`config.mk`:
```
export PLATFORM = sky130hd
export DESIGN_NAME = vconv_front
export DESIGN_NICKNAME = d
export VERILOG_FILES = /design/src/sv/vconv_pkg.sv /design/src/sv/vconv_front.sv
export SDC_FILE = /design/constraint.sdc
export NUM_CORES = 1
export LEC_CHECK = 0
export BUFFER_PORTS_ARGS = -buffer_cell sky130_fd_sc_hd__buf_2
export CELL_PAD_IN_SITES_DETAIL_PLACEMENT = 1
export CELL_PAD_IN_SITES_GLOBAL_PLACEMENT = 1
export CORE_ASPECT_RATIO = 0.6
export CORE_MARGIN = 1.5
export CORE_UTILIZATION = 35
export CTS_CLUSTER_SIZE = 20
export DETAILED_ROUTE_END_ITERATION = 16
export GPL_TIMING_DRIVEN = 1
export HOLD_SLACK_MARGIN = 0.08
export PLACE_DENSITY_LB_ADDON = 0.1
export SETUP_SLACK_MARGIN = 0.3
export SKIP_CTS_REPAIR_TIMING = 1
export SLEW_MARGIN = 5
export SYNTH_ARGS = -nofsm -noshare
export SYNTH_HDL_FRONTEND = slang
export SYNTH_SLANG_ARGS = --single-unit
export TNS_END_PERCENT = 30
```
`constraint.sdc`:
```
create_clock -name clk -period 3.8 [get_ports clk]
set_input_delay 0.19 -clock clk [delete_from_list [all_inputs] [get_ports clk]]
set_output_delay 0.19 -clock clk [all_outputs]
set_load 0.02 [all_outputs]
```
`src/sv/vconv_pkg.sv`:
```
// Shared types and constants for the valid-region 2D convolution block.
// No dependencies; imported by every module of the block.
`default_nettype none

package vconv_pkg;

    localparam int MAX_HEIGHT = 2048;
    localparam int ACC_W      = 48;
    localparam int COORD_W    = 11;
    localparam int COEF_W     = 16;
    localparam int KIDX_W     = 4;
    localparam int CFG_W      = 12;
    localparam int DOUT_W     = 72;

    // Item kinds carried in s_tuser
    localparam logic ACT_COEF  = 1'b0;
    localparam logic ACT_PIXEL = 1'b1;

    typedef enum logic [1:0] {
        REG_IMAGE_WIDTH,
        REG_IMAGE_HEIGHT,
        REG_KERNEL_HEIGHT,
        REG_KERNEL_WIDTH
    } cfg_reg_t;

    // Effective (clamped) frame and kernel sizes
    typedef struct packed {
        logic [CFG_W-1:0]  img_w;
        logic [CFG_W-1:0]  img_h;
        logic [KIDX_W-1:0] ker_h;
        logic [KIDX_W-1:0] ker_w;
    } vconv_size_t;

    // Classified request handed from the front end to the datapath
    typedef struct packed {
        logic                     pixel_item;
        logic [KIDX_W-1:0]        coef_row;
        logic [KIDX_W-1:0]        coef_col;
        logic signed [COEF_W-1:0] coef_value;
        logic                     emit;
        logic                     last;
        logic [COORD_W-1:0]       out_row;
        logic [COORD_W-1:0]       out_col;
    } vconv_item_t;

endpackage

`default_nettype wire

```
`src/sv/vconv_front.sv`:
```
// Front end: raster counters and request classification.
// Depends on vconv_pkg.
`default_nettype none

module vconv_front
    import vconv_pkg::*;
#(
    parameter int MAX_WIDTH  = 2048,
    parameter int PIXEL_BITS = 16,
    localparam int CW        = $clog2(MAX_WIDTH)
)
(
    input  wire logic                     clk,
    input  wire logic                     rst_n,
    input  wire vconv_size_t              size,
    input  wire logic                     push,
    input  wire logic                     action,
    input  wire logic [KIDX_W-1:0]        coef_row,
    input  wire logic [KIDX_W-1:0]        coef_col,
    input  wire logic signed [COEF_W-1:0] coef_value,
    input  wire logic [PIXEL_BITS-1:0]    pixel,
    output vconv_item_t                   item,
    output logic [PIXEL_BITS-1:0]         item_pixel,
    output logic [CW-1:0]                 item_addr
);

    logic [COORD_W-1:0] row_count_reg, row_count_next;
    logic [CW-1:0]      col_count_reg, col_count_next;
    logic [CW-1:0]      c_eff;
    logic [31:0]        r_ext, c_ext;
    logic               col_end, row_end;

    always_comb
    begin
        c_eff   = (32'(col_count_reg) >= MAX_WIDTH) ? '0 : col_count_reg;
        c_ext   = 32'(c_eff);
        r_ext   = 32'(row_count_reg);
        col_end = (c_ext + 32'd1) >= 32'(size.img_w);
        row_end = (r_ext + 32'd1) >= 32'(size.img_h);

        if (col_end)
        begin
            col_count_next = '0;
            row_count_next = row_end ? '0 : COORD_W'(r_ext + 32'd1);
        end
        else
        begin
            col_count_next = CW'(c_ext + 32'd1);
            row_count_next = row_count_reg;
        end

        item.pixel_item = (action == ACT_PIXEL);
        item.coef_row   = coef_row;
        item.coef_col   = coef_col;
        item.coef_value = coef_value;
        item.emit       = ((r_ext + 32'd1) >= 32'(size.ker_h)) &&
                          ((c_ext + 32'd1) >= 32'(size.ker_w));
        item.last       = row_end && col_end;
        item.out_row    = COORD_W'(r_ext - 32'(size.ker_h) + 32'd1);
        item.out_col    = COORD_W'(c_ext - 32'(size.ker_w) + 32'd1);
        item_pixel      = pixel;
        item_addr       = c_eff;
    end

    always_ff @(posedge clk or negedge rst_n)
    begin
        if (!rst_n)
        begin
            row_count_reg <= '0;
            col_count_reg <= '0;
        end
        else if (push && action == ACT_PIXEL)
        begin
            row_count_reg <= row_count_next;
            col_count_reg <= col_count_next;
        end
    end

endmodule

`default_nettype wire

```
* Yosys cells after proc, flatten, opt, wreduce, memory -nomap -nowiden *
Cells that the tools add are included.
Widths: inputs -> output; s select.

word-level totals
  bits in registers = 22
  latch bits = 0
  memory bits (writable) = 0
  ROM bits = 0
  output and inout bits = 76
  logic and storage cells = 18
  memories = 0

cells by class
  add/sub/neg operators = 6
  multiply operators = 0
  div/mod/pow operators = 0
  magnitude comparators = 4
  equality and inequality tests = 0
  shift-type cells = 0
  mux-type cells = 2
  bitwise operators = 0
  reductions and logical operators = 4

operators by type and width
  cell                   number
  $ge 32x12->1           2
  $add 11x1->12 const B  2
  $ge 12x4->1            2
  $add 11x2->11 const B  2
  $mux 11                2
  $sub 11x4->11          2
  $logic_and 1x1->1      3
  $reduce_and 2->1       1

* Longest topological paths before layout *
  depth after elaboration = 3
  mapped depth = 14
  mapped depth without buffers = 13

* Worst setup path before layout *
No wires, ideal clock.

  kind = register to register
  start = register col_count_reg[0] (netlist: item_addr[0])
  end = register row_count_reg[5]
  data arrival time = 2.757 ns
  data required time = 3.674 ns
  setup slack = 0.917 ns
  cell stages (with the launch flop) = 14
  path buffers = 2
  clock period less this slack = 2.883 ns
  cells stage by stage = dfrtp_1 ha_1 and3_1 buf_2 nand2_1 xnor2_1 inv_1 ha_1 nand2_1 nor3_1 a21oi_1 o31a_1 buf_2 a221o_1

on the way
  longest elaborated chain between the ends = 3

ends and longest elaborated chain
  what                        RTL line           RTL
  start: declaration          vconv_front.sv:28  logic [CW-1:0] col_count_reg, col_count_next;
  start signal: assignment    vconv_front.sv:75  col_count_reg <= col_count_next;
  $add 11x1->12               vconv_front.sv:38  col_end = (c_ext + 32'd1) >= 32'(size.img_w);
  $ge 32x12->1                vconv_front.sv:38
  $reduce_and 2->1 (no line)  n/a
  end signal: assignment      vconv_front.sv:74  row_count_reg <= row_count_next;
  end: declaration            vconv_front.sv:27  logic [COORD_W-1:0] row_count_reg, row_count_next;

No other way between the ends.
A chain may end at the register's enable or synchronous reset.

==> impl_results.md <==
- TritonCTS Buffers: 3
- Buffers added on ports: a little over 70
- Sequential cell area fraction in the yosys report: 16.0%
- Clock transition at the registers of the reported paths: ~0.060 ns
- # rows: 27
- Post-DP HPWL: about 8.2 mm
- GRT Total Usage: 18.8%
- Root buffer cell: clkbuf_16
- Layout cells sized above 1: 22.5%
- Worst VDD drop: 376 uV
- Warning count from the yosys run: 0
- Area of the die: 0.0105 mm^2
- Gr busiest metal: met1
- Max Clock Freq: 306 MHz
- R2R Path End: row_count_reg[5]
- GR Overflow Total: 0
- Post-Syn Area per Cell: roughly 8.3 um^2
- Fin. max-slew vios: 0
- Area leader, netlist: ha_1
- Overall power consumption: 0.00208 W
- Worst hold start: coef_value[3]
- Leak: 2.09 nW
- TritonCTS clock tree: built
- Fin crit period: 3.27 ns
- Worst Setup SP: item_addr[0]
- GP Congestion: 0.806
- Deepest clock path buffer count: 2
- RSZ-0062 raised after global routing: no
- Main flop type after synthesis: dfrtp_1
- PD cells: roughly 550 mW/mm^2
- Largest net degree at the start of global routing: 23
- Min-Delay Path Class: input port to output pin
- Post-Route Setup TNS: 0 ns
- Reg-to-reg slack, setup: slightly above 0.6 ns
- Global-route met2 utilization: 22.8%
- Post-layout nets: 600
- Area delta synth->final: 10.5%
- Initial Util: between 30 and 40%
- Antenna viol nets, final: 0
- Via count: 2921
- Max-cap violations: 0
- Wirelength, routed: 9.53 mm
- Final Skew: about 0.0032 ns
- CTS Sinks: 22
- Die H: about 80 um
- Commonest cells in the netlist: ha_1 (72), inv_1 (65), buf_4 (42), xnor2_1 (24), dfrtp_1 (22)
- Net count after synthesis: ~560
- Clock Latency Late Sink: approximately 0.26 ns
- Final hold viol count: 0
- Top cells by area, synth: ha_1 (26%), dfrtp_1 (16%), buf_4 (9.2%), inv_1 (7.1%), xnor2_1 (6.1%)
- Met3 Use GR: under 10%
- CP Max Fanout: 12
- Post-Syn Area: 0.00345 mm^2
- Setup crit end: item[22]
- Synth Register Bits: 22
- Run status: finished clean
- Worst R2R Start: row_count_reg[1]
- Most frequent cell after synthesis: ha_1
- Initial antenna violation count: 0
- Cells after synthesis: between 400 and 500
- Die span in x: 131 um
- # setup viols final: 0
- Synth unique cells: 51
- Post-synth EDFFs: 0
- H-tree levels: 1
- Core Area: about 0.0094 mm^2
- First drt pass iteration count: 4
- Top-area cell type share of the netlist area: between 20% and 30%
- Worst Setup End Kind: output pin
- Wire per inst: approximately 16 um
- First-pass GRT wire length: ~15 mm
- WS Path Type: flip-flop to output pin
- Startpoint Class: flip-flop
- Worst reg2reg path depth: 12
- Vias in the first global route: 2872
- Max_slew headroom: between 60% and 70%
- ANT cells: 0
- Hold slack final: 0.380 ns
- Vias per cell: between 5 and 6
- Met1 Use GR: between 30% and 40%
- Initial drt markers: 110
- Synth async-reset ratio: 100%
- Io pins: around 150
- Hold path depth: 0
- Crit path required time: roughly 3.6 ns
- Worst path arrival time: roughly 3 ns
- # DRC: 0
- Measured slew at the worst slew-check pin: 0.559 ns
- Crit share post-route: around 86%
==> cell families (layout without fill, tap and decap cells) <==
family	count (synthesis)	count (layout)	synth area share, %
fa+ha+maj	74	74	27.3
simple gates	90	90	13.9
buf+inv	113	149	17.0
mux	2	2	0.654
xor+xnor	32	32	8.13
compound gates	80	80	17.0
flops	22	22	16.0
==> stage by stage <==
step | setup slack [ns] | cell area [um^2] | utilization [%] | cells
final | 0.529 | 3810 | 40.7 | 579
after global routing | 0.307 | 3810 | 40.7 | 579
after CTS | 0.398 | 3790 | 40.5 | 578
after detailed placement | 0.509 | 3680 | 39.3 | 574
after global placement | 0.659 | 3680 | 39.3 | 574
after floorplan | 0.917 | 3450 | - | 413
==> critical path: stages, from the launching register on <==
cell and delay, ns:
dfrtp_2 0.44, ha_1 0.24, and3_2 0.27, nand2_1 0.11, xnor2_1 0.21, inv_1 0.13
ha_1 0.30, nand2_1 0.07, nor3_1 0.19, a21oi_1 0.12, o21ai_0 0.18, buf_4 0.23
and2_1 0.16, buf_2 0.17
==> worst min path at each step <==
stage                        end  slack [ns]
floorplan           item_addr[0]       -0.11
global placement    item_addr[0]        0.20
detailed placement  item_addr[0]        0.21
CTS                 item_addr[5]       -0.07
global route            item[32]        0.38
finish                  item[27]        0.38
==> report_power, final <==
part           switching, W  leakage (nW)  total [W]  internal [W]
clock             0.0000932        0.0511   0.000303      0.000209
combinational      0.000854          1.76    0.00142      0.000569
sequential        0.0000726         0.286   0.000353      0.000280
==> layer usage <==
metal	part of all wire, %	up-vias
met3	5.5	28
met2	35	89
li1	-	1450
met4	1.8	0
met5	0	-
met1	58	1354
==> cell usage in the layout (no fill, tap or decap), types with 4 or more instances in the layout <==
master,n
a21o_1,4
a21oi_1,16
a22o_1,11
and2_1,4
and3_1,7
buf_2,71
buf_4,8
dfrtp_1,20
ha_1,72
inv_1,65
nand2_1,21
nand3_1,7
nor2_1,13
nor2b_1,6
nor3_1,8
nor4_1,5
o21a_1,4
o21ai_0,12
o31ai_1,4
or2_2,4
xnor2_1,23
xor2_1,8
==> layout make-up <==
class	count	area, um^2
Clock inverter	1	30.0
Timing Repair Buffer	80	425
Fill cell	1131	5550
Sequential cell	22	553
Tap cell	130	163
Clock buffer	3	75.1
Multi-Input combinational cell	278	2320
Inverter	65	244
Note: power is estimated with default switching activity, not from simulation.
