`src/sv/vconv_pkg.sv`:
```
// Shared types and constants for the valid-region 2D convolution block.
// No dependencies; imported by every module of the block.
`default_nettype none

package vconv_pkg;

    localparam int MAX_HEIGHT = 2048;
    localparam int ACC_W      = 48;
    localparam int COORD_W    = 11;
    localparam int COEF_W     = 16;
    localparam int KIDX_W     = 4;
    localparam int CFG_W      = 12;
    localparam int DOUT_W     = 72;

    // Item kinds carried in s_tuser
    localparam logic ACT_COEF  = 1'b0;
    localparam logic ACT_PIXEL = 1'b1;

    typedef enum logic [1:0] {
        REG_IMAGE_WIDTH,
        REG_IMAGE_HEIGHT,
        REG_KERNEL_HEIGHT,
        REG_KERNEL_WIDTH
    } cfg_reg_t;

    // Effective (clamped) frame and kernel sizes
    typedef struct packed {
        logic [CFG_W-1:0]  img_w;
        logic [CFG_W-1:0]  img_h;
        logic [KIDX_W-1:0] ker_h;
        logic [KIDX_W-1:0] ker_w;
    } vconv_size_t;

    // Classified request handed from the front end to the datapath
    typedef struct packed {
        logic                     pixel_item;
        logic [KIDX_W-1:0]        coef_row;
        logic [KIDX_W-1:0]        coef_col;
        logic signed [COEF_W-1:0] coef_value;
        logic                     emit;
        logic                     last;
        logic [COORD_W-1:0]       out_row;
        logic [COORD_W-1:0]       out_col;
    } vconv_item_t;

endpackage

`default_nettype wire

```
`src/sv/vconv_queue.sv`:
```
// Short request queue between front end and datapath.
// Depends on vconv_pkg (house import only).
`default_nettype none

module vconv_queue
    import vconv_pkg::*;
#(
    parameter int W     = 8,
    parameter int DEPTH = 4,
    localparam int PW   = (DEPTH > 1) ? $clog2(DEPTH) : 1,
    localparam int NW   = $clog2(DEPTH + 1)
)
(
    input  wire logic         clk,
    input  wire logic         rst_n,
    input  wire logic         push,
    input  wire logic [W-1:0] push_data,
    output logic              full,
    input  wire logic         pop,
    output logic              head_valid,
    output logic [W-1:0]      head_data
);

    logic [W-1:0]  slot_reg [0:DEPTH-1];
    logic [PW-1:0] wptr_reg, rptr_reg;
    logic [NW-1:0] count_reg;

    assign full       = (32'(count_reg) == DEPTH);
    assign head_valid = (count_reg != '0);
    assign head_data  = slot_reg[rptr_reg];

    always_ff @(posedge clk)
    begin
        if (push)
        begin
            slot_reg[wptr_reg] <= push_data;
        end
    end

    always_ff @(posedge clk or negedge rst_n)
    begin
        if (!rst_n)
        begin
            wptr_reg  <= '0;
            rptr_reg  <= '0;
            count_reg <= '0;
        end
        else
        begin
            if (push)
            begin
                wptr_reg <= (32'(wptr_reg) == DEPTH - 1) ? '0 : wptr_reg + 1'b1;
            end
            if (pop)
            begin
                rptr_reg <= (32'(rptr_reg) == DEPTH - 1) ? '0 : rptr_reg + 1'b1;
            end
            if (push && !pop)
            begin
                count_reg <= count_reg + 1'b1;
            end
            else if (pop && !push)
            begin
                count_reg <= count_reg - 1'b1;
            end
        end
    end

endmodule

`default_nettype wire

```
`config.mk`:
```
export PLATFORM = sky130hd
export DESIGN_NAME = vconv_queue
export DESIGN_NICKNAME = d
export VERILOG_FILES = /design/src/sv/vconv_pkg.sv /design/src/sv/vconv_queue.sv
export SDC_FILE = /design/constraint.sdc
export NUM_CORES = 1
export LEC_CHECK = 0
export BUFFER_PORTS_ARGS = -buffer_cell sky130_fd_sc_hd__buf_2
export CORE_UTILIZATION = 50
export DETAILED_ROUTE_END_ITERATION = 6
export HOLD_SLACK_MARGIN = 0.08
export PLACE_DENSITY = 0.76
export SETUP_SLACK_MARGIN = 0.5
export SLEW_MARGIN = 20
export SYNTH_ARGS = -nofsm -noshare
export SYNTH_HDL_FRONTEND = slang
export SYNTH_SLANG_ARGS = --single-unit
```
`constraint.sdc`:
```
create_clock -name clk -period 1.26 [get_ports clk]
set_clock_uncertainty 0.1 [all_clocks]
set_input_delay 0.126 -clock clk [delete_from_list [all_inputs] [get_ports clk]]
set_output_delay 0.126 -clock clk [all_outputs]
set_load 0.01 [all_outputs]
```
After elaboration in Yosys (flattened, before gate mapping):

Memory sizes are Yosys's and may differ from the RTL's.
Cells that the tools add are included.

* $add $sub $neg: 4
* equality and inequality tests: 3
* mux-type cells: 6
* reduce and logical (&&, ||, !) cells: 6

Operators with widths (count)
* 3-bit 2-to-1 mux: 2
* 2-bit by 1-bit adder with 2-bit output (second input constant): 2
* 2-bit == test (second input constant): 2
* 2-bit 2-to-1 mux: 2
* 3-bit by 1-bit adder with 3-bit output (second input constant): 1
* 3-bit == test (second input constant): 1
* 3-bit nonzero test: 1
* 3-bit by 1-bit subtractor with 3-bit output (second input constant): 1
* 1-bit logical AND: 2
* 1-bit logical NOT: 2
* 1-bit 2-to-1 mux: 2
* 2-bit nonzero test: 1

* bits in registers: 7
* RAM bits: 32
* input bits: 12
* logic and storage cells: 23
* memories: 1

Memory list
* slot_reg: words 4, width 8, rd ports 1, clocked after memory_dff 0, wr ports 1, RTL line vconv_queue.sv:24 `logic [W-1:0] slot_reg [0:DEPTH-1];`

Longest topological paths before layout:

Gate-level depths: netlist (run 1).

* depth after elaboration: 4
* mapped depth: 7

Least setup slack after synthesis (run 1):

Ideal clock, no wire load.

* kind: register to register
* start point: register count_reg[0]
* end point: register count_reg[2]
* setup time: 0.079 ns
* arrival time: 1.212 ns
* setup slack: -0.131 ns
* cell stages (with the launch flop): 5
* path buffers: 0
* period minus slack after synthesis: 1.391 ns
* path through: dfrtp_1 > fa_1 > xor2_1 > nor2_1 > xor2_1

* longest elaborated chain between the ends: 3
* elaborated cells between the ends (all ways): 4

RTL lines
* from (decl): RTL line vconv_queue.sv:26 `logic [NW-1:0] count_reg;`
* from (signal assigned): RTL line vconv_queue.sv:60 `count_reg <= count_reg + 1'b1;`
* from (signal assigned): RTL line vconv_queue.sv:64 `count_reg <= count_reg - 1'b1;`
* 3-bit by 1-bit subtractor with 3-bit output: RTL line vconv_queue.sv:64
* 3-bit 2-to-1 mux: RTL line vconv_queue.sv:62 `else if (pop && !push)`
* 3-bit 2-to-1 mux *: RTL line vconv_queue.sv:58 `if (push && !pop)`

Mark *: on every way between the ends. The rest lies on a longest branch, timed or not. The select of a mux whose other input is x is not followed.
A chain may end at the register's enable or synchronous reset.

Worst setup path after layout (run 1):

* start point: register rptr_reg[0]
* end point: output port head_data[0]

* longest elaborated chain between the ends: 1

RTL lines
* from (decl): RTL line vconv_queue.sv:25 `logic [PW-1:0] wptr_reg, rptr_reg;`
* from (signal assigned): RTL line vconv_queue.sv:56 `rptr_reg <= (32'(rptr_reg) == DEPTH - 1) ? '0 : rptr_reg + 1'b1;`
* memory read 4 x 8 bit
* to (decl): RTL line vconv_queue.sv:21 `output logic [W-1:0] head_data`

No other way between the ends.

==> run metrics, run 1 <==
synth warn 0; final hold slack -0.104 ns; core area 2880 µm²; initial cell density of the core 54.6%; final WL 2920 µm; Slew HR 88.1%; clock tree buffer depth 2; FILL cells 176; HP Class input pin to register; nets@finish 146; n_diodes 0; Final Worst Setup Slack -0.533 ns; CTS tree yes; Period minus WS final 1.79 ns; area grow syn2layout 38.5%; largest net degree at the start of global routing 13; die area 3370 µm²; # IOs 22; Setup crit start kind register; max reg flops 32; Finished Cell Area 2180 µm²; initial drt markers 12; vias post-DR 859; Final Core Density 75.6%; Max Fclk 558 MHz; GRT overflow 0; Max FO, Critical Path 8; count of cell types in the netlist 18; vias per cell 5.05; Hold Buf Count CTS 1; Layout Cells excl Fill 170; #FFs+latches synth 39; Max Slew Vio Count 0; Multi-input gate area 514 µm²; Setup CP Type register to primary output; row count 19; Synth Area per Inst 19.9 µm²; Synth Instances 79; cts bufs inserted 5; Detail Route Antenna Nets 0; setup TNS -6.34 ns; DRC 3; fin crit share 142%; initial antenna violation count 0; first-pass GRT wire length 4650 µm; clk slew on worst S/H paths 0.12 ns; IO buf count 21; Root Driver clkbuf_4; GR Util All Layers 20.4%; Syn Nets 98; sequential area share after synthesis 72.3%; CTS H-Tree Depth 2; EDFF count, synth 32; VDD IR max 1.34 mV; mapped cell area 1570 µm²; Worst setup EP type primary output; share of cells above drive strength 1 66.4%; final hold violation count 32; CTS sink cnt 39; dpl cell area 1840 µm²; DIE HEIGHT 58.1 µm; Leak 0.828 nW; P per Cell Area 2270 nW/µm²; R2R setup slack -0.30 ns; Final setup viols 38; Async SR Flop Fraction 17.9%; failing checks design-rule violations, negative hold slack, negative setup slack; Clk Latency, worst-skew pair 0.34 ns; Max-Cap Viols 0; cell count after placement 148; RSZ-0062 raised after global routing yes; data required time of the critical path 1.03 ns; Storage cell area 1140 µm²; Setup WS pre-CTS -0.237 ns; Synth Flop Type edfxtp_1; arrival time worst endpoint 1.57 ns; worst-margin pin slew 0.179 ns; RePlAce Congestion 0.642; WL/cell 17.1 µm; DIE WIDTH 58.1 µm; status complete, but fails checks; drt pass-1 iters 6; vias in the first global route 958; DP HPWL 1710 µm; Overall Power 4.93 mW
cell type report:
cell class	count	area share, %
multi-input combinational	33	23.6
tap	42	2.42
timing repair buffer	43	17.0
clock buffer	5	1.73
clock inverter	3	1.78
sequential	39	52.4
inverter	5	1.09
critical path: stages (launching register included):
cell and delay [ns]:
dfrtp_1 0.42, buf_12 0.16, mux4_2 0.51, buf_6 0.14
cell families (layout without fill, tap and decap cells):
group	Yosys count	count (layout)	synth area share, %
DFF	39	39	72.3
muxes	11	11	13.6
and+or+nand+nor	10	10	3.50
adders and majority gates	7	7	6.05
buffers and inverters	7	56	2.23
xor gates and xnor gates	3	3	1.67
AOI/OAI and AO/OA	2	2	0.637
worst paths after layout:
path | start | end | cells after the start
setup / recovery | rptr_reg[0] | head_data[0] | 3
max in group asynchronous | rst_n | rptr_reg[1] | 2
hold reg to reg | count_reg[2] | count_reg[2] | 1
min in group asynchronous | rst_n | count_reg[0] | 2
hold / removal | push_data[7] | slot_reg[0][7] | 1
setup reg to reg | count_reg[0] | count_reg[2] | 5
cells in the mapped netlist, types with 2 or more instances:
cell type	n	area share, %
and2_1	4	1.6
mux2_2	3	2.1
ha_1	6	4.8
dfrtp_1	7	11
nor2_1	2	0.48
o21ai_0	2	0.64
xor2_1	2	1.1
edfxtp_1	32	61
inv_1	5	1.2
mux4_2	8	11
report_power, final:
part / internal (mW) / switching, mW
sequential: 1.70 / 0.178
clock: 0.408 / 0.397
combinational: 1.34 / 0.907
what timing repair did:
item,4_1_cts,5_1_grt
hold endpoints to repair,44,44
pin swaps,9,8
setup buffers,8,5
setup endpoints to repair,49,49
resized for setup,21,15
placed cells by master, fill, tap and decap left out:
master / instances
nand2_2: 1
xor2_1: 1
buf_6: 19
inv_2: 2
and2_4: 4
dfrtp_1: 4
bufinv_16: 1
mux4_2: 8
inv_1: 1
inv_4: 2
buf_12: 1
clkbuf_4: 5
fa_2: 1
edfxtp_1: 32
ha_4: 5
nor2_1: 1
o21ai_2: 1
xor2_2: 1
dfrtp_2: 3
nor2_2: 1
nand3_2: 1
buf_4: 6
or3_4: 1
mux2_2: 3
ha_1: 1
clkinv_1: 1
buf_2: 16
o21ai_1: 1
xnor2_2: 1
dlygate4sd3_1: 1
nor3b_2: 1
clkinv_2: 1
routing by layer:
layer  track usage (%)  wire, µm  part of all wire (%)
met3              7.14       110                   3.8
met5                 0         0                     0
met4              7.48        42                   1.4
met2              34.6      1570                    54
met1              24.1      1190                    41
Power figures use the tool's default switching activity.
==> run 2: changes to the inputs <==
--- a/config.mk
+++ b/config.mk
@@ -5,11 +5,12 @@
 export SDC_FILE = /design/constraint.sdc
 export NUM_CORES = 1
 export LEC_CHECK = 0
+export ABC_AREA = 1
 export BUFFER_PORTS_ARGS = -buffer_cell sky130_fd_sc_hd__buf_2
 export CORE_UTILIZATION = 50
 export DETAILED_ROUTE_END_ITERATION = 6
 export HOLD_SLACK_MARGIN = 0.08
-export PLACE_DENSITY = 0.76
+export PLACE_DENSITY = 0.75
 export SETUP_SLACK_MARGIN = 0.5
 export SLEW_MARGIN = 20
 export SYNTH_ARGS = -nofsm -noshare
==> run 2 against run 1 <==
Power about the same. Non-clock buffer count down 4. Worst hold slack better by 0.0096 ns. Via count rose by 34%. Largest power group unchanged. Final area up 4.5%. Critical path type unchanged. Routed wire length increased by 19%. First-iteration DRC count rose to 3.0 times the previous value. Synthesized area up 8.5%. Combinational power up 6%. The run ends with negative hold slack, negative setup slack left. Final cell count rose by 36%. Critical path depth rose by 2. Utilization shrank 3.5 points.
==> run metrics, run 2 <==
arrival time worst endpoint 1.38 ns; GRT overflow 0; fin crit share 127%; FILL cells 211; IO buf count 21; Overall Power 4.93 mW; drt pass-1 iters 4; Final Worst Setup Slack -0.341 ns; Setup WS pre-CTS -0.158 ns; clock tree buffer depth 2; Synth Flop Type edfxtp_1; initial antenna violation count 0; Reg power frac 38.4%; Synth Area per Inst 11.8 µm²; sequential area share after synthesis 66.6%; GR Util All Layers 20.5%; Syn Nets 164; Setup crit start kind register; final WL 3460 µm; clk slew on worst S/H paths 0.11 ns; CP cell instances inv_4 -> clkbuf_16 -> o211ai_1 -> nand2_1 -> buf_2; DIE HEIGHT 60.4 µm; Layout Cells excl Fill 232; row count 20; Async SR Flop Fraction 17.9%; Detail Route Antenna Nets 0; largest net degree at the start of global routing 34; most common cell in the netlist nand2_1; Worst setup EP type primary output; Leak 0.998 nW; Sw Ratio 36.7%; vias in the first global route 1138; Period minus WS final 1.60 ns; Final setup viols 12; most common cell after layout, fill and taps aside edfxtp_1; area grow syn2layout 33.3%; max reg flops 32; DIE WIDTH 60.4 µm; n_diodes 0; post-synth top area cell edfxtp_1; DP HPWL 2040 µm; EDFF count, synth 32; Int Power 3.13 mW; master of the slowest instance on the critical path dfrtp_1; vias per cell 4.97; top cells by count, synth nand2_1, edfxtp_1, inv_1, o211ai_1, dfrtp_1; VDD IR max 1.50 mV; cts bufs inserted 5; final hold violation count 30; first-pass GRT wire length 5150 µm; CTS H-Tree Depth 2; Max FO, Critical Path 16; # IOs 22; worst-margin pin slew 0.185 ns; Max-Cap Viols 0; WL/cell 14.9 µm; core area 3150 µm²; RePlAce Congestion 0.702; cell count after placement 212; HP Class input pin to register; Root Driver clkbuf_4; Synth Instances 145; Max Fclk 624 MHz; setup TNS -3.03 ns; count of cell types in the netlist 17; Clk Latency, worst-skew pair 0.33 ns; Setup CP Type register to primary output; NetSw 1.81 mW; mapped cell area 1710 µm²; vias post-DR 1153; Synth area leaders edfxtp_1, dfrtp_1, nand2_1, o211ai_1, inv_1; CTS tree yes; CP max stage delay 0.40 ns; clock power share 13.2%; nets@finish 206; combinational fraction of design power 48.4%; most frequent cells in the layout edfxtp_1, nand2_1, buf_2, inv_1, o211ai_1; Slew HR 87.7%; synth warn 0; status complete, but fails checks; failing checks negative hold slack, negative setup slack; final hold slack -0.0946 ns; Yosys top cell area share 56.3%; CTS sink cnt 39; share of cells above drive strength 1 39.9%; data required time of the critical path 1.03 ns; DRC 0; Final Core Density 72.1%; P per Cell Area 2170 nW/µm²; Max Slew Vio Count 0; #FFs+latches synth 39; initial cell density of the core 54.1%; RSZ-0062 raised after global routing yes; die area 3650 µm²; initial drt markers 36
[run 2: cell types whose count changed in the layout (fill, tap and decap cells not counted), sizes merged, moves of 3 or more]
cell / previous run / this run
buf: 42 / 35
inv: 5 / 29
and2: 4 / 0
o211ai: 0 / 16
mux2: 3 / 0
nand2: 1 / 39
clkbuf: 5 / 9
mux4: 8 / 0
[run 2: final timing paths]
kind                              start        endpoint  slack, ns  depth (start not counted)
setup / recovery            rptr_reg[0]    head_data[7]      -0.34                          5
hold / removal             push_data[5]  slot_reg[3][5]      -0.09                          1
setup reg to reg           count_reg[0]    count_reg[2]      -0.13                          6
hold reg to reg            count_reg[2]    count_reg[2]       0.45                          2
max in group asynchronous         rst_n     wptr_reg[1]       0.84                          2
min in group asynchronous         rst_n     rptr_reg[1]       0.04                          2
[run 2: cell families after synthesis]
group,share of synthesized area [%]
AOI/OAI and AO/OA,8.51
xor gates and xnor gates,0.514
adders and majority gates,5.58
buffers and inverters,8.80
DFF,66.6
and+or+nand+nor,9.98
[run 2: area by class of cell]
type                       instances  area, µm²  share of cell area, %
sequential                        39       1140                   50.1
inverter                          29        146                   6.44
tap                               44       55.1                   2.42
multi-input combinational         73        546                   24.0
clock buffer                       7       55.1                   2.42
timing repair buffer              39        328                   14.4
clock inverter                     1       5.00                  0.220
[run 2: routing by layer]
layer / track usage, % / routed length, µm / share of wire [%] / vias up
met5: 0 / 0 / 0 / -
met4: 8.97 / 70 / 2.0 / 0
met3: 4.05 / 128 / 3.7 / 9
met2: 36.4 / 1840 / 53 / 27
met1: 23.9 / 1420 / 41 / 545
li1: - / - / - / 572
[run 2: critical path: cells and delay by family (launching register included)]
| kind | cells | cell delay, ns |
|---|---|---|
| flip-flops | 1 | 0.40 |
| buffers and inverters | 3 | 0.38 |
| AO/OA/AOI/OAI | 1 | 0.17 |
| AND/OR/NAND/NOR | 1 | 0.08 |
[run 2: through the flow]
stage / area [µm²] / hold slack [ns]
after global routing: 2270 / -0.123
after global placement: 1890 / -0.135
after CTS: 2170 / -0.110
after floorplan: 1720 / -0.270
final: 2270 / -0.0946
after detailed placement: 1890 / -0.133
[run 2: repair_timing]
action | in CTS | in global routing
hold buffers | 1 | 1
setup buffers | 7 | 1
gates resized for setup | 37 | 12
setup endpoints to repair | 49 | 49
gates cloned | 0 | 2
pin swaps | 8 | 5
hold endpoints to repair | 41 | 41
[run 2: power groups by stage]
stage                     Clock, mW  Sequential, mW  Combinational, mW
after global placement            0            1.86               1.44
final                         0.650            1.90               2.39
after global routing          0.734            1.92               2.61
after CTS                     0.664            1.86               2.07
after floorplan                   0            1.86               1.04
after detailed placement          0            1.88               1.54
